===== src/hdl/dmsh_pkg.sv =====
`timescale 1ns / 1ps
// ----------------------------------------------------------------------------
// Double Mersenne string hash: shared definitions
// Constants, sequencer state codes and the control bundle that the sequencer
// hands to the datapath.
// ----------------------------------------------------------------------------
package dmsh_pkg;

  // Mersenne prime 2^61-1 is all ones in 61 bits.
  localparam logic [60:0] MERS61 = '1;

  localparam logic [63:0] ADD_ONE = 64'h9e37_79b9_7f4a_7c15;
  localparam logic [63:0] ADD_TWO = 64'h3c6e_f372_fe94_f82a;
  localparam logic [63:0] MIX_A   = 64'hbf58_476d_1ce4_e5b9;
  localparam logic [63:0] MIX_B   = 64'h94d0_49bb_1331_11eb;

  localparam logic [6:0] SYM_BIAS = 7'd96;

  // Configuration register indexes.
  localparam logic [1:0] CFG_BASE_ONE = 2'd0;
  localparam logic [1:0] CFG_BASE_TWO = 2'd1;
  localparam logic [1:0] CFG_PAD_ONE  = 2'd2;
  localparam logic [1:0] CFG_PAD_TWO  = 2'd3;

  localparam logic [60:0] BASE_ONE_RST = 61'd27;
  localparam logic [60:0] BASE_TWO_RST = 61'd28;

  // Sequencer states.
  localparam logic [3:0] ST_IDLE = 4'd0;
  localparam logic [3:0] ST_LMUL = 4'd1;
  localparam logic [3:0] ST_LFIX = 4'd2;
  localparam logic [3:0] ST_FPRE = 4'd3;
  localparam logic [3:0] ST_FMUL = 4'd4;
  localparam logic [3:0] ST_FMID = 4'd5;
  localparam logic [3:0] ST_FEND = 4'd6;
  localparam logic [3:0] ST_COMB = 4'd7;
  localparam logic [3:0] ST_DONE = 4'd8;

  // Last step of the lane multiply (four products plus one drain step)
  // and of the 64-bit finalizer multiply (three products plus one drain).
  localparam logic [2:0] LMUL_LAST_STEP = 3'd4;
  localparam logic [2:0] FMUL_LAST_STEP = 3'd3;

  // Partial product kinds, low/high halves of the two operands.
  localparam logic [1:0] PP_LL = 2'd0;
  localparam logic [1:0] PP_LH = 2'd1;
  localparam logic [1:0] PP_HL = 2'd2;
  localparam logic [1:0] PP_HH = 2'd3;

  typedef struct packed {
    logic [3:0] st;
    logic [2:0] step;
    logic       lane;  // 0: lane one, 1: lane two
    logic       mix;   // 0: first finalizer constant, 1: second
    logic       load;  // input beat taken this cycle
    logic       emit;  // result moves to the output register this cycle
  } dmsh_ctrl_t;

endpackage


===== src/hdl/dmsh_seq.sv =====
`timescale 1ns / 1ps
// ----------------------------------------------------------------------------
// Double Mersenne string hash sequencer
// Steps the shared multiplier through both lane updates and, on the last
// character, through both finalizers and the combine.
// ----------------------------------------------------------------------------
module dmsh_seq
  import dmsh_pkg::*;
(
  input  logic       clk,
  input  logic       rst_n,
  input  logic       in_valid,
  input  logic       in_last,
  input  logic       out_free,
  output logic       in_stall,
  output dmsh_ctrl_t ctrl
);

  logic [3:0] st_r, st_nxt;
  logic [2:0] step_r, step_nxt;
  logic       lane_r, lane_nxt;
  logic       mix_r, mix_nxt;
  logic       last_r, last_nxt;

  always_comb begin
    st_nxt   = st_r;
    step_nxt = step_r;
    lane_nxt = lane_r;
    mix_nxt  = mix_r;
    last_nxt = last_r;
    unique case (st_r)
      ST_IDLE: begin
        if (in_valid) begin
          st_nxt   = ST_LMUL;
          step_nxt = 3'd0;
          lane_nxt = 1'b0;
          last_nxt = in_last;
        end
      end
      ST_LMUL: begin
        if (step_r == LMUL_LAST_STEP) begin
          st_nxt = ST_LFIX;
        end else begin
          step_nxt = step_r + 3'd1;
        end
      end
      ST_LFIX: begin
        if (!lane_r) begin
          lane_nxt = 1'b1;
          step_nxt = 3'd0;
          st_nxt   = ST_LMUL;
        end else if (last_r) begin
          lane_nxt = 1'b0;
          st_nxt   = ST_FPRE;
        end else begin
          st_nxt = ST_IDLE;
        end
      end
      ST_FPRE: begin
        st_nxt   = ST_FMUL;
        step_nxt = 3'd0;
        mix_nxt  = 1'b0;
      end
      ST_FMUL: begin
        if (step_r == FMUL_LAST_STEP) begin
          st_nxt = mix_r ? ST_FEND : ST_FMID;
        end else begin
          step_nxt = step_r + 3'd1;
        end
      end
      ST_FMID: begin
        mix_nxt  = 1'b1;
        step_nxt = 3'd0;
        st_nxt   = ST_FMUL;
      end
      ST_FEND: begin
        if (!lane_r) begin
          lane_nxt = 1'b1;
          st_nxt   = ST_FPRE;
        end else begin
          st_nxt = ST_COMB;
        end
      end
      ST_COMB: st_nxt = ST_DONE;
      ST_DONE: begin
        if (out_free) begin
          st_nxt = ST_IDLE;
        end
      end
      default: st_nxt = ST_IDLE;
    endcase
  end

  always_ff @(posedge clk) begin
    if (!rst_n) begin
      st_r   <= ST_IDLE;
      step_r <= '0;
      lane_r <= 1'b0;
      mix_r  <= 1'b0;
      last_r <= 1'b0;
    end else begin
      st_r   <= st_nxt;
      step_r <= step_nxt;
      lane_r <= lane_nxt;
      mix_r  <= mix_nxt;
      last_r <= last_nxt;
    end
  end

  assign in_stall  = (st_r != ST_IDLE);
  assign ctrl.st   = st_r;
  assign ctrl.step = step_r;
  assign ctrl.lane = lane_r;
  assign ctrl.mix  = mix_r;
  assign ctrl.load = (st_r == ST_IDLE) && in_valid;
  assign ctrl.emit = (st_r == ST_DONE) && out_free;

endmodule


===== config.mk =====
export PLATFORM = sky130hd
export DESIGN_NAME = dmsh_seq
export DESIGN_NICKNAME = d
export VERILOG_FILES = /design/src/hdl/dmsh_pkg.sv /design/src/hdl/dmsh_seq.sv
export SDC_FILE = /design/constraint.sdc
export NUM_CORES = 1
export LEC_CHECK = 0
export BUFFER_PORTS_ARGS = -buffer_cell sky130_fd_sc_hd__clkbuf_2
export CAP_MARGIN = 25
export CORE_MARGIN = 2
export CORE_UTILIZATION = 45
export DETAILED_ROUTE_END_ITERATION = 7
export HOLD_SLACK_MARGIN = 0.06
export PLACE_DENSITY = 0.83
export SLEW_MARGIN = 10
export SYNTH_ARGS = -nofsm -noshare
export SYNTH_HDL_FRONTEND = slang
export SYNTH_SLANG_ARGS = --single-unit

===== constraint.sdc =====
create_clock -name clk -period 1.4 [get_ports clk]
set_input_delay 0.28 -clock clk [delete_from_list [all_inputs] [get_ports clk]]
set_output_delay 0.28 -clock clk [all_outputs]
set_load 0.05 [all_outputs]

Word-level counts from Yosys, hierarchy flattened
Cells that the tools add are included.

word-level totals
  output and inout bits = 12
  register bits = 10
  logic and storage cells = 54

operators by class
  mux-type cells = 19
  eq/ne operators = 17
  add/sub/neg operators = 1
  reduce and logical (&&, ||, !) cells = 12

operators with widths
  cell                 count
  $pmux 4 s8           1
  $eq 4x3->1 const B   4
  $mux 4               4
  $mux 3               5
  $pmux 3 s5           1
  $ne 2x2->1 const B   7
  $eq 4x2->1 const B   2
  $mux 2               3
  $reduce_and 5->1     1
  $reduce_bool 5->1    1
  $eq 4x1->1 const B   1
  $eq 4x4->1 const B   1
  $logic_not 4->1      1
  $reduce_and 2->1     2
  $reduce_and 4->1     1
  $reduce_bool 4->1    1
  $add 3x1->3 const B  1
  $eq 3x2->1 const B   1
  $eq 3x3->1 const B   1
  $mux 1               3
  $pmux 1 s3           1
  $reduce_bool 3->1    1
  $logic_and 1x1->1    2
  $pmux 1 s2           1
  2 further kinds      2

Depth between registers and ports, before layout
  depth in word-level cells = 4
  gate-level depth with buffers = 6
  depth with buffers taken out = 6

Worst setup path after synthesis
No wires, ideal clock.

  path type = reg2reg
  from = register st_r[0]
  to = register step_r[0]
  arrival time = 1.809 ns
  setup time = 0.072 ns
  clock period less this slack = 1.881 ns
  path slack = -0.481 ns
  cell stages (with the launch flop) = 6
  cells stage by stage = dfxtp_1 -> buf_4 -> nor2_2 -> a221o_1 -> a311oi_4 -> mux2i_1

between the ends
  longest elaborated chain between the ends = 4
  elaborated cells on any way between the ends = 14
  classes of those cells = eq/ne: 9; mux: 1; reduce/logical: 4

ends and longest elaborated chain
  item                                      RTL line         text
  start: declaration                        dmsh_seq.sv:19   logic [3:0] st_r, st_nxt;
  start signal: assignment                  dmsh_seq.sv:102  st_r <= st_nxt;
  $eq 4x3->1 or $eq 4x2->1 (tied branches)  dmsh_seq.sv:31   unique case (st_r)
  $reduce_or 2->1 (no line)                 -
  $reduce_bool 5->1 (no line)               -
  $reduce_and 5->1 (no line)                -
  end signal: assignment                    dmsh_seq.sv:103  step_r <= step_nxt;
  end: declaration                          dmsh_seq.sv:20   logic [2:0] step_r, step_nxt;

Several ways; a longest one is shown, not always the timed one.
A chain may end at the register's enable or synchronous reset.

Worst setup path in the final report
  from = register st_r[0]
  to = register step_r[2]

Same word-level chain as after synthesis.

==> flow_summary.yaml <==
status:
  status: "finished, violations left"
  violations: "setup timing"
sta:
  worst_slack_ns: -0.152
  hold_viol_final: 0
  clock_skew_ns: 0.00946
  rsz0062_at_grt: "true"
  period_share_pct: 111
  slew_viol_final: 0
  fmax_mhz: 644
  tightest_slew_ns: 0.417
  setup_violations: 9
  maxSlewHeadroom_pct: 72.1
  tns_ns: -0.776
  period_needed_ns: 1.55
clock_network:
  clk-insertion-delay-late_ns: 0.27
  htree_levels: 1
  clockRootBuffer: "clkbuf_4"
  cts_tree: "done"
  cts.path.max_buffers: 2
  clkTransAtPathRegs_ns: 0.08
  numCtsBuffers: 3
  clock_sinks: 10
  cts_hold_buf: 0
hold_path:
  holdCritStartpoint: "in_last"
  hp-class: "in2reg"
  hold_end: "last_r"
  whs_path_depth: 3
global_routing:
  grt_max_degree: 14
  grt_first_pass_wirelength_um: 3410
  grt.overflow.total: 0
  grt_pass1_vias: 749
  antenna_found_initial: 0
  grt_usage_pct: 25.0
finish:
  nets: 126
  regArea_um2: 226
  layout-drive-gt1-share_pct: 49.6
  n_fill_cell: 109
  final_common_cell: "buf_4"
  layout_common_cells: "buf_4, clkbuf_2, nand2_1, dfxtp_4, mux2i_1"
  area_delta_synth_final_pct: 56.4
  diodes: 0
  multi_input_area_um2: 497
route:
  drt-initial-drc-count: 23
  via_count: 778
  postRouteAntennaNets: 0
  wirelength_um: 2130
  wl_per_cell_um: 16.0
  post_drt_via_cell_ratio: 5.85
  route.detailed.drc: 0
  drt-pass1-iter-count: 4
critical_path:
  path_delay_family: "compound AO/OA/AOI/OAI gates"
  arrival_ns: 1.73
  ff2ff_path_depth: 5
  endpoint_kind: "flip-flop"
  rr_startpoint: "st_r[0]"
  worstSetupPathType: "reg2reg"
  critPathRequiredTime_ns: 1.58
  crit_buf_inv: 1
  rrSetupSlack_ns: -0.15
  critPathMaxFanout: 5
  cp_slowest_cell: "a311oi_4"
  worstSetupStartpointType: "flip-flop"
  cp_cell_sequence: "buf_4 -> nand2b_1 -> nor2_1 -> a311oi_4 -> mux2i_1"
  max_stage_delay_ns: 0.42
  reg2reg_to: "step_r[2]"
die:
  rows: 14
  die_area_um2: 1880
  die_h_um: 43.4
  core-area_um2: 1470
  dieWidth_um: 43.4
  ios: 17
  start_util_pct: 47.4
job:
  max_cap_viol_count: 0
power:
  p_leak_nw: 0.470
  power_density_nw_per_um2: 1820
  ir_drop_v: 0.00142
  total_power_w: 0.00199
yosys:
  synth_cell_types: 34
  synth_edf_count: 0
  ys.flop_type: "dfxtp_1"
  synth_area_leaders: "dfxtp_1, mux2i_1, ha_1"
  synth_area_um2: 697
  synth_seq_cells: 10
  avgSynthCellArea_um2: 8.30
  synth_nets: 92
  ys_seq_area_share_pct: 28.7
  synthArstFlopShare_pct: 0
  netlist.area_leader.share_pct: 28.7
  syn_inst: 84
  yosys_warnings: 0
  synth.largest_area_cell: "dfxtp_1"
placed_design:
  io_buffers: 16
  place_hpwl_um: 1310
  place_congestion: 0.843
[flip-flops by register name, summed over array words and instances (netlist names)]
name	count
mix_r	1
last_r	1
step_r	3
lane_r	1
st_r	4
[routing by layer]
layer | part of all wire (%) | wire (um) | GRT usage (%)
met1 | 40 | 845 | 30.6
met5 | 0 | 0 | 0
met4 | 3.4 | 72 | 15.8
met3 | 7.8 | 165 | 5.42
met2 | 49 | 1040 | 39.7
[kinds of logic (layout without fill, tap and decap cells)]
| kind of cell | count (synthesis) | in the layout | synth area share, % |
|---|---|---|---|
| adders and majority gates | 3 | 3 | 5.39 |
| muxes | 6 | 6 | 8.62 |
| and+or+nand+nor | 38 | 38 | 31.8 |
| buffers and inverters | 11 | 44 | 7.90 |
| DFF | 10 | 10 | 28.7 |
| AOI/OAI and AO/OA | 15 | 15 | 16.3 |
| xor gates and xnor gates | 1 | 1 | 1.26 |
[where the power goes]
| group | leakage (nW) | switching (W) | internal, W |
|---|---|---|---|
| sequential | 0.0865 | 0.0000893 | 0.000359 |
| clock | 0.0210 | 0.000117 | 0.000158 |
| combinational | 0.362 | 0.000722 | 0.000542 |
[repair_timing]
action / CTS / global route
hold endpoints to repair: 0 / 0
pin swaps: 6 / 0
setup buffers: 5 / 0
endpoints found under the setup margin: 9 / 10
resized for setup: 21 / 1
[synthesized netlist by cell type, drive strengths merged (3+ instances only)]
master   n
buf      5
a21oi    3
dfxtp   10
nand3b   5
ha       3
o21ai    6
nand2    8
inv      4
mux2i    6
nor2     7
[how the worst max path moves through the flow]
stage	startpoint	cells past startpoint	slack [ns]	end
2_1_floorplan	st_r[1]	4	-0.11	step_r[0]
3_3_place_gp	step_r[0]	6	-0.06	step_r[0]
3_5_place_dp	step_r[0]	6	-0.10	step_r[2]
4_1_cts	st_r[1]	4	-0.08	ctrl[1]
5_1_grt	st_r[2]	4	-0.17	step_r[2]
6_report	st_r[0]	5	-0.15	step_r[2]
[area by class of cell]
type | count | share of cell area, %
multi-input combinational | 63 | 45.6
timing repair buffer | 36 | 27.1
sequential | 10 | 20.8
clock buffer | 4 | 3.33
tap | 16 | 1.84
inverter | 4 | 1.38
[tightest hold or removal path: stages]
cell and delay, ns:
clkbuf_2 0.07, mux2i_1 0.06, nor2b_1 0.09
[stage by stage]
stage / worst slack, ns / area, um^2 / util (%) / hold WS, ns / cells
6_report: -0.152 / 1090 / 74.1 / 0.264 / 133
5_1_grt: -0.174 / 1090 / 74.1 / 0.286 / 133
4_1_cts: -0.0848 / 1090 / 74.1 / 0.275 / 133
3_5_place_dp: -0.104 / 921 / 62.6 / 0.552 / 124
3_3_place_gp: -0.0603 / 921 / 62.6 / 0.538 / 124
2_1_floorplan: -0.114 / 753 / - / 0.425 / 84
No activity file was read; power rests on OpenSTA's default activity.
