--- src/hdl/dmsh_pkg.sv ---
`timescale 1ns / 1ps
// ----------------------------------------------------------------------------
// Double Mersenne string hash: shared definitions
// Constants, sequencer state codes and the control bundle that the sequencer
// hands to the datapath.
// ----------------------------------------------------------------------------
package dmsh_pkg;

  // Mersenne prime 2^61-1 is all ones in 61 bits.
  localparam logic [60:0] MERS61 = '1;

  localparam logic [63:0] ADD_ONE = 64'h9e37_79b9_7f4a_7c15;
  localparam logic [63:0] ADD_TWO = 64'h3c6e_f372_fe94_f82a;
  localparam logic [63:0] MIX_A   = 64'hbf58_476d_1ce4_e5b9;
  localparam logic [63:0] MIX_B   = 64'h94d0_49bb_1331_11eb;

  localparam logic [6:0] SYM_BIAS = 7'd96;

  // Configuration register indexes.
  localparam logic [1:0] CFG_BASE_ONE = 2'd0;
  localparam logic [1:0] CFG_BASE_TWO = 2'd1;
  localparam logic [1:0] CFG_PAD_ONE  = 2'd2;
  localparam logic [1:0] CFG_PAD_TWO  = 2'd3;

  localparam logic [60:0] BASE_ONE_RST = 61'd27;
  localparam logic [60:0] BASE_TWO_RST = 61'd28;

  // Sequencer states.
  localparam logic [3:0] ST_IDLE = 4'd0;
  localparam logic [3:0] ST_LMUL = 4'd1;
  localparam logic [3:0] ST_LFIX = 4'd2;
  localparam logic [3:0] ST_FPRE = 4'd3;
  localparam logic [3:0] ST_FMUL = 4'd4;
  localparam logic [3:0] ST_FMID = 4'd5;
  localparam logic [3:0] ST_FEND = 4'd6;
  localparam logic [3:0] ST_COMB = 4'd7;
  localparam logic [3:0] ST_DONE = 4'd8;

  // Last step of the lane multiply (four products plus one drain step)
  // and of the 64-bit finalizer multiply (three products plus one drain).
  localparam logic [2:0] LMUL_LAST_STEP = 3'd4;
  localparam logic [2:0] FMUL_LAST_STEP = 3'd3;

  // Partial product kinds, low/high halves of the two operands.
  localparam logic [1:0] PP_LL = 2'd0;
  localparam logic [1:0] PP_LH = 2'd1;
  localparam logic [1:0] PP_HL = 2'd2;
  localparam logic [1:0] PP_HH = 2'd3;

  typedef struct packed {
    logic [3:0] st;
    logic [2:0] step;
    logic       lane;  // 0: lane one, 1: lane two
    logic       mix;   // 0: first finalizer constant, 1: second
    logic       load;  // input beat taken this cycle
    logic       emit;  // result moves to the output register this cycle
  } dmsh_ctrl_t;

endpackage

--- src/hdl/dmsh_mul32.sv ---
`timescale 1ns / 1ps
// ----------------------------------------------------------------------------
// Shared 32x32 multiplier
// Unsigned product with a register on its output; one product per cycle.
// ----------------------------------------------------------------------------
module dmsh_mul32 (
  input  logic        clk,
  input  logic [31:0] op_a,
  input  logic [31:0] op_b,
  output logic [63:0] prod_r
);

  always_ff @(posedge clk) begin
    prod_r <= 64'(op_a) * 64'(op_b);
  end

endmodule

--- src/hdl/dmsh_datapath.sv ---
`timescale 1ns / 1ps
// ----------------------------------------------------------------------------
// Double Mersenne string hash datapath
// Lane accumulators, modular accumulation of partial products, the
// finalizer registers and the final combine, all around one multiplier.
// ----------------------------------------------------------------------------
module dmsh_datapath
  import dmsh_pkg::*;
(
  input  logic        clk,
  input  logic        rst_n,
  input  dmsh_ctrl_t  ctrl,
  input  logic [6:0]  in_symbol,
  input  logic [60:0] base_one,
  input  logic [60:0] base_two,
  input  logic [63:0] pad_one,
  input  logic [63:0] pad_two,
  output logic [60:0] lane_one,
  output logic [60:0] lane_two,
  output logic [63:0] reduced
);

  logic [60:0] val_r;
  logic [1:0]  kind_r;
  logic [63:0] acc_r;
  logic [60:0] lane1_r, lane2_r;
  logic [63:0] fx_r, m1_r, m2_r, sum_r;

  logic [31:0] mul_a, mul_b;
  logic [63:0] pp;

  logic [60:0] lane_cur, base_cur;
  logic [63:0] pad_cur, fadd, kmix;
  logic [61:0] contrib;
  logic [62:0] lane_sum;
  logic [61:0] lane_fold;
  logic [60:0] lane_can;
  logic [63:0] fp_x, fp_s, fp_m;
  logic [60:0] sym_val;

  assign lane_cur = ctrl.lane ? lane2_r : lane1_r;
  assign base_cur = ctrl.lane ? base_two : base_one;
  assign pad_cur  = ctrl.lane ? pad_two : pad_one;
  assign fadd     = ctrl.lane ? ADD_TWO : ADD_ONE;
  assign kmix     = ctrl.mix ? MIX_B : MIX_A;

  // A symbol below the bias wraps modulo 2^61-1.
  assign sym_val = (in_symbol >= SYM_BIAS) ? 61'(in_symbol - SYM_BIAS)
                                           : (MERS61 - 61'(SYM_BIAS) + 61'(in_symbol));

  always_comb begin
    mul_a = '0;
    mul_b = '0;
    if (ctrl.st == ST_FMUL) begin
      case (ctrl.step[1:0])
        PP_LL: begin
          mul_a = fx_r[31:0];
          mul_b = kmix[31:0];
        end
        PP_LH: begin
          mul_a = fx_r[31:0];
          mul_b = kmix[63:32];
        end
        default: begin
          mul_a = fx_r[63:32];
          mul_b = kmix[31:0];
        end
      endcase
    end else begin
      case (ctrl.step[1:0])
        PP_LL: begin
          mul_a = lane_cur[31:0];
          mul_b = base_cur[31:0];
        end
        PP_LH: begin
          mul_a = lane_cur[31:0];
          mul_b = {3'b000, base_cur[60:32]};
        end
        PP_HL: begin
          mul_a = {3'b000, lane_cur[60:32]};
          mul_b = base_cur[31:0];
        end
        default: begin
          mul_a = {3'b000, lane_cur[60:32]};
          mul_b = {3'b000, base_cur[60:32]};
        end
      endcase
    end
  end

  dmsh_mul32 u_mul (
    .clk    (clk),
    .op_a   (mul_a),
    .op_b   (mul_b),
    .prod_r (pp)
  );

  // Each partial product, weighted by 2^0, 2^32 or 2^64, folded to a value
  // congruent modulo 2^61-1 (2^61 is congruent to 1, so 2^64 is 8).
  always_comb begin
    case (kind_r)
      PP_LL:   contrib = {1'b0, pp[60:0]} + {59'd0, pp[63:61]};
      PP_HH:   contrib = {1'b0, pp[57:0], 3'b000};
      default: contrib = {1'b0, pp[28:0], 32'd0} + {30'd0, pp[60:29]};
    endcase
  end

  assign lane_sum  = {1'b0, acc_r[61:0]} + {1'b0, contrib};
  assign lane_fold = {1'b0, lane_sum[60:0]} + {60'd0, lane_sum[62:61]};
  // The folded sum stays below 2^61+3, so one subtraction makes it canonical.
  assign lane_can  = (acc_r[61:0] >= {1'b0, MERS61}) ? 61'(acc_r[61:0] - {1'b0, MERS61})
                                                     : acc_r[60:0];

  assign fp_x = {3'b000, lane_cur} ^ pad_cur;
  assign fp_s = fp_x + fadd;
  assign fp_m = fp_s ^ (fp_s >> 30);

  always_ff @(posedge clk) begin
    kind_r <= ctrl.step[1:0];
    if (ctrl.load) begin
      val_r <= sym_val;
    end
    case (ctrl.st)
      ST_LMUL: begin
        // The accumulator starts from the letter value, so the add is free.
        if (ctrl.step == 3'd0) begin
          acc_r <= {3'b000, val_r};
        end else begin
          acc_r <= {2'b00, lane_fold};
        end
      end
      ST_FMUL: begin
        if (ctrl.step == 3'd1) begin
          acc_r <= pp;
        end else if (ctrl.step != 3'd0) begin
          acc_r <= acc_r + {pp[31:0], 32'd0};
        end
      end
      ST_FPRE: fx_r <= fp_m;
      ST_FMID: fx_r <= acc_r ^ (acc_r >> 27);
      ST_FEND: begin
        if (ctrl.lane) begin
          m2_r <= acc_r ^ (acc_r >> 31);
        end else begin
          m1_r <= acc_r ^ (acc_r >> 31);
        end
      end
      ST_COMB: sum_r <= m1_r + m2_r;
      default: ;
    endcase
  end

  always_ff @(posedge clk) begin
    if (!rst_n) begin
      lane1_r <= '0;
      lane2_r <= '0;
    end else if (ctrl.emit) begin
      lane1_r <= '0;
      lane2_r <= '0;
    end else if (ctrl.st == ST_LFIX) begin
      if (ctrl.lane) begin
        lane2_r <= lane_can;
      end else begin
        lane1_r <= lane_can;
      end
    end
  end

  assign lane_one = lane1_r;
  assign lane_two = lane2_r;
  assign reduced  = {sum_r[40:0], sum_r[63:41]} + m1_r;

endmodule

--- config.mk ---
export PLATFORM = sky130hd
export DESIGN_NAME = dmsh_datapath
export DESIGN_NICKNAME = d
export VERILOG_FILES = /design/src/hdl/dmsh_pkg.sv /design/src/hdl/dmsh_mul32.sv /design/src/hdl/dmsh_datapath.sv
export SDC_FILE = /design/constraint.sdc
export NUM_CORES = 2
export LEC_CHECK = 0
export BUFFER_PORTS_ARGS = -buffer_cell sky130_fd_sc_hd__buf_2
export CORE_ASPECT_RATIO = 0.8
export CORE_MARGIN = 4
export CORE_UTILIZATION = 47
export DETAILED_ROUTE_END_ITERATION = 8
export PLACE_DENSITY = 0.73
export SLEW_MARGIN = 30
export SYNTH_ARGS = -nofsm -noshare
export SYNTH_HDL_FRONTEND = slang
export SYNTH_HIERARCHICAL = 1
export SYNTH_SLANG_ARGS = --single-unit
--- constraint.sdc ---
create_clock -name clk -period 12.6 [get_ports clk]
set_input_delay 3.15 -clock clk [delete_from_list [all_inputs] [get_ports clk]]
set_output_delay 3.15 -clock clk [all_outputs]
set_load 0.02 [all_outputs]
; ---- Word-level counts from Yosys, hierarchy flattened
; Cells that the tools add are included.
[totals]
reg_bits = 569
inputBits = 270
[op_classes]
n_addsub = 11
multipliers = 1
n_lt_le_gt_ge = 2
eq_ne = 12
n_mux = 19
bitwise = 6
n_reduce_logical = 14
[ops]
columns = cell, count
row1 = adder 64 bit, 4
row2 = two-way mux 64 bit, 4
row3 = one-hot mux 64 bit (2 select lines), 2
row4 = two-way mux 61 bit, 4
row5 = two-way mux 32 bit, 6
row6 = two-way mux 62 bit, 2
row7 = one-hot mux 62 bit (2 select lines), 1
row8 = multiplier 32 x 32 -> 64 bit, 1
row9 = XOR 61 x 64 -> 64 bit, 1
row10 = XOR 64 x 33 -> 64 bit, 1
row11 = XOR 64 x 34 -> 64 bit, 1
row12 = XOR 64 x 37 -> 64 bit, 1
row13 = adder 62 x 62 -> 63 bit, 1
row14 = adder 61 x 2 -> 62 bit, 1
row15 = adder 61 x 3 -> 62 bit, 1
row16 = adder 61 x 32 -> 62 bit, 1
row17 = ">= comparator 62 x 61 -> 1 bit, second input constant", 1
row18 = "subtractor 61 bit, second input constant", 1
row19 = "equality test 4 x 3 -> 1 bit, second input constant", 4
row20 = AND reduction 2 bit, 5
row21 = "adder 8 x 8 -> 9 bit, first input constant", 1
row22 = "equality test 4 x 2 -> 1 bit, second input constant", 2
row23 = "subtractor 7 x 7 -> 8 bit, second input constant", 1
row24 = ">= comparator 7 bit, second input constant", 1
row25 = 11 further kinds, 17

; ---- Logic depth before layout (Yosys ltp)
[logic_depth]
word_depth = 6
ltp_mapped = 42
mapped_depth_nobuf = 38

; ---- Modules after synthesis
; The synthesis kept the hierarchy.
[modules_own_cells]
columns = module, instances, cells_per_inst, area_per_inst_um2, seq_area_each_um2
row1 = dmsh_datapath, 1, 4642, 40487.6, 12361.9
row2 = dmsh_mul32, 1, 3722, 34516.9, 1281.2

; ---- Worst setup path before layout
; Ideal clock, no wire load.
[synth_timing]
path_kind = input to register
start = in ctrl[3] (netlist name)
end = reg u_mul.prod_r[56]
setup_time_ns = 0.130
arrival_time_ns = 12.114
slack_ns = 0.356
path_stages = 35
n_path_buf = 8
path_cell_list = buf_6 -> buf_2 -> buf_2 -> clkbuf_1 -> clkbuf_1 -> buf_1 -> mux2i_1 -> nor2_1 -> a21oi_1 -> o21ai_0 -> clkbuf_1 -> and2_1 -> fa_1 -> fa_1 -> inv_1 -> fa_1 -> inv_1 -> fa_1 -> inv_1 -> fa_1 -> fa_1 -> fa_1 -> fa_1 -> inv_1 -> ha_1 -> clkdlybuf4s15_1 -> o21a_1 -> o21ai_0 -> a21oi_1 -> a311oi_1 -> o22a_1 -> nand3_1 -> a31oi_1 -> o21ai_0 -> xor2_1
[synth_between]
elab_chain_len = 4
word_cells_on_any_way = 7
classes_between = mul: 1 / mux: 6
[synth_rtl]
columns = item, line_no
row1 = "start, declared", dmsh_datapath.sv:12  ; input dmsh_ctrl_t ctrl,
row2 = two-way mux 61 bit, dmsh_datapath.sv:41  ; assign lane_cur = ctrl.lane ? lane2_r : lane1_r;
row3 = two-way mux 32 bit, dmsh_datapath.sv:70  ; case (ctrl.step[1:0])
row4 = two-way mux 32 bit, dmsh_datapath.sv:54  ; if (ctrl.st == ST_FMUL) begin
row5 = named net mul_a[26], dmsh_datapath.sv:29  ; logic [31:0] mul_a, mul_b;
row6 = multiplier 32 x 32 -> 64 bit, dmsh_mul32.sv:14  ; prod_r <= 64'(op_a) * 64'(op_b);
row7 = "end signal, assigned", dmsh_mul32.sv:14
row8 = "end, declared", dmsh_mul32.sv:10  ; output logic [63:0] prod_r
; The timed path passes the listed nets, and every way through them passes these cells.
; A chain may end at the register's enable or synchronous reset.

; ---- Worst setup path in the final report
; Ends and elaborated chain as after synthesis.

==> run_results.csv <==
group,metric,value,unit
power,leakagePower,0.03704,uW
layout,finalInstanceArea,0.08194,mm2
layout,nFillCells,14450,
place,place_ws,321.4,ps
layout,final_common_cell,"inv_1",
floorplan,rows,130,
synthesis,synth_edf_count,329,
synthesis,synth_ff_type,"edfxtp_1",
timing,final_hold_viol_count,0,
clocking,cts_root_buf,"clkbuf_16",
place,place.port_buffers,455,
synthesis,synth_xor_area_share,7.857,%
clocking,ctsResizeCount,0,
floorplan,die_height,365.3,um
timing,max_freq,84.99,MHz
timing,fin_skew,75.94,ps
global_routing,grt_pass1_wl,418800,um
floorplan,fp.dieW,454.6,um
synthesis,syn_nets,10070,
layout,finish.net_count,10300,
drt,drcViolationCount,0,
timing,rsz0062_at_grt,"false",
drt,post_drt_wl_per_cell,26.78,um
layout,drive_above_1_share,11.33,%
synthesis,synth.area.mux_share,2.911,%
drt,drt-met1-wl,120400,um
setup_path,arrival,12330,ps
power,p_per_area,109.3,mW/mm2
place,gp_congestion,1.054,
clocking,clock-sinks,517,
layout,area_growth,9.252,%
run_status,status,"finished, final reports clean",
synthesis,yosysSeqAreaShare,18.19,%
global_routing,antenna_found_initial,20,
drt,wl,288700,um
layout,multiInputGateArea,0.05610,mm2
timing,setup_violations,0,
synthesis,synthCells,8364,
synthesis,yosys_register_bits,517,
power,ir_worst_vdd,0.1171,mV
drt,firstDrtPassIters,8,
hold_path,hold_path.class,"reg -> reg",
drt,wl_met2,113400,um
clocking,cts_setup_buffers,0,
timing,max_slew_margin,26.96,%
clocking,cts_buffers,53,
layout,mostFrequentLayoutCells,"inv_1, fa_1, nand2_1",
drt,top_layer,"met5",
job,drv_cap,0,
power,comb_power_share,53.7,%
layout,stdcell_count,10780,
drt,vias,65530,
synthesis,synthSimpleGateAreaFrac,17.18,%
power,total_power,8955,uW
timing,fin_crit,11770,ps
setup_path,slowest_stage,"o21ai_2",
power,p_switching,4241,uW
setup_path,crit_family,"adder cells",
place,place_inst,10650,
floorplan,io_pins,456,
setup_path,critPathKind,"in -> reg",
timing,post-route-period-util,93.38,%
setup_path,crit_path_start_kind,"input pin",
drt,viasPerCell,6.080,
setup_path,cp_common_cell,"fa_1",
setup_path,critical_path.endpoint_type,"flop",
place,place_area,0.07985,mm2
timing,worst_slew_pin_slew,1088,ps
global_routing,gr-total-overflow,0,
power,clkPwrFrac,19.8,%
global_routing,grt_usage,33.97,%
synthesis,synth.distinct_cells,121,
synthesis,post_synth_fa_ha_maj_area_fraction,32.98,%
drt,drt_first_iter_violations,9551,
synthesis,netlist_area,0.07500,mm2
drt,dr_wl_met3,39850,um
clocking,cts.clk_slew.worst_paths,70,ps
global_routing,grt_pass1_vias,62780,
power,seq_power_share,26.5,%
setup_path,path_buf_inv,6,
floorplan,core,0.1578,mm2
power,switching_share,47.36,%
setup_path,crit_path_max_fanout,62,
timing,tns,0,ps
layout,regArea,0.01364,mm2
clocking,htreeDepth,2,
setup_path,crit_required,13160,ps
timing,setup_slack,834.3,ps
synthesis,ys_async_sr_fraction,0,%
clocking,clkLatencyLatePin,690,ps
synthesis,synth_compound_area_share,13.46,%
clocking,clockBufferDepth,3,
clocking,ctsHoldBuffers,0,
synthesis,avgSynthCellArea,8.968,um2
synthesis,yosys_warnings,6,
setup_path,max_stage_delay,680,ps
power,internal_power,4713,uW
timing,final-max-slew-violation-count,0,
global_routing,grt_max_degree,121,
clocking,cts_tree,"built",
floorplan,die-area,0.1661,mm2
floorplan,start_util,47.54,%
place,hpwl,235200,um
drt,antenna_left,0,
synthesis,synth_top_family_by_area,"adder cells",
==> power by group through the flow <==
stage	Combinational, uW	Sequential, uW	Clock, uW
after CTS	4630	2330	1760
final	4810	2370	1770
after global placement	4540	2370	0
after detailed placement	4590	2360	0
after floorplan	3230	2160	0
after global routing	5160	2350	1840
==> layer usage <==
metal  GRT usage (%)  vias up
li1                -    28320
met1           49.84    32350
met2           46.38     4204
met3           10.00      655
met4           14.03        4
met5               0        -
==> cells in the mapped netlist, drive strengths merged (53+ instances only) <==
library cell  number  area share, %
nor2             420            2.1
dfxtp            188            5.0
a211oi           140            1.4
mux2i            104            1.4
ha               532            8.9
and2             633            5.3
buf               53           0.39
o21ai            374            2.5
xor2             304            3.5
xnor2            368            4.3
nor3              90           0.64
clkbuf           422            2.1
nand3            132           0.90
o21a              57           0.57
nand4             77           0.69
and3              72           0.60
nand2            898            4.5
edfxtp           329             13
a21o             181            1.8
inv              977            4.9
fa               903             24
a21oi            404            2.7
==> per-stage QoR <==
stage | utilization, % | hold slack, ps
floorplan | - | 498.2
global placement | 50.59 | 488.3
detailed placement | 50.61 | 486.3
CTS | 51.83 | 495.9
global route | 51.93 | 518.6
finish | 51.94 | 500.1
==> logic make-up after synthesis <==
group | count (synthesis)
compound gates | 1544
xor+xnor | 672
fa+ha+maj | 1435
buf+inv | 1453
flops | 517
mux | 165
simple gates | 2578
==> worst register-to-register path, delay by kind of cell (launching register included) <==
kind                       cells  cell delay, ps
DFF                            1             500
and+or+nand+nor               13            4520
adders and majority gates      5            1830
AOI/OAI and AO/OA             14            3460
buffers and inverters          3             220
xor gates and xnor gates       3             920
==> registers in the layout, summed over array words and instances (netlist names) <==
name,count
acc_r,64
fx_r,64
m1_r,64
m2_r,64
sum_r,64
u_mul/prod_r,64
lane_one,61
lane_two,61
val_r,9
kind_r,2
==> worst paths after layout <==
kind / start / endpoint / slack [ps] / cells after the start
worst min-delay path: lane_two[0] / lane_two[0] / 500 / 2
worst max-delay path: ctrl[3] / u_mul/prod_r[56] / 830 / 29
worst max register to register: u_mul/prod_r[61] / acc_r[38] / 880 / 38
worst min register to register: lane_two[0] / lane_two[0] / 500 / 2
==> cell type report <==
cell class	count	area share (%)
clock buffer	73	2.014
tap	2112	3.225
antenna	25	0.07635
clock inverter	27	0.3313
timing repair buffer	653	4.756
inverter	977	4.485
multi-input combinational	6394	68.46
sequential	517	16.65
No activity file was read; power rests on OpenSTA's default activity.
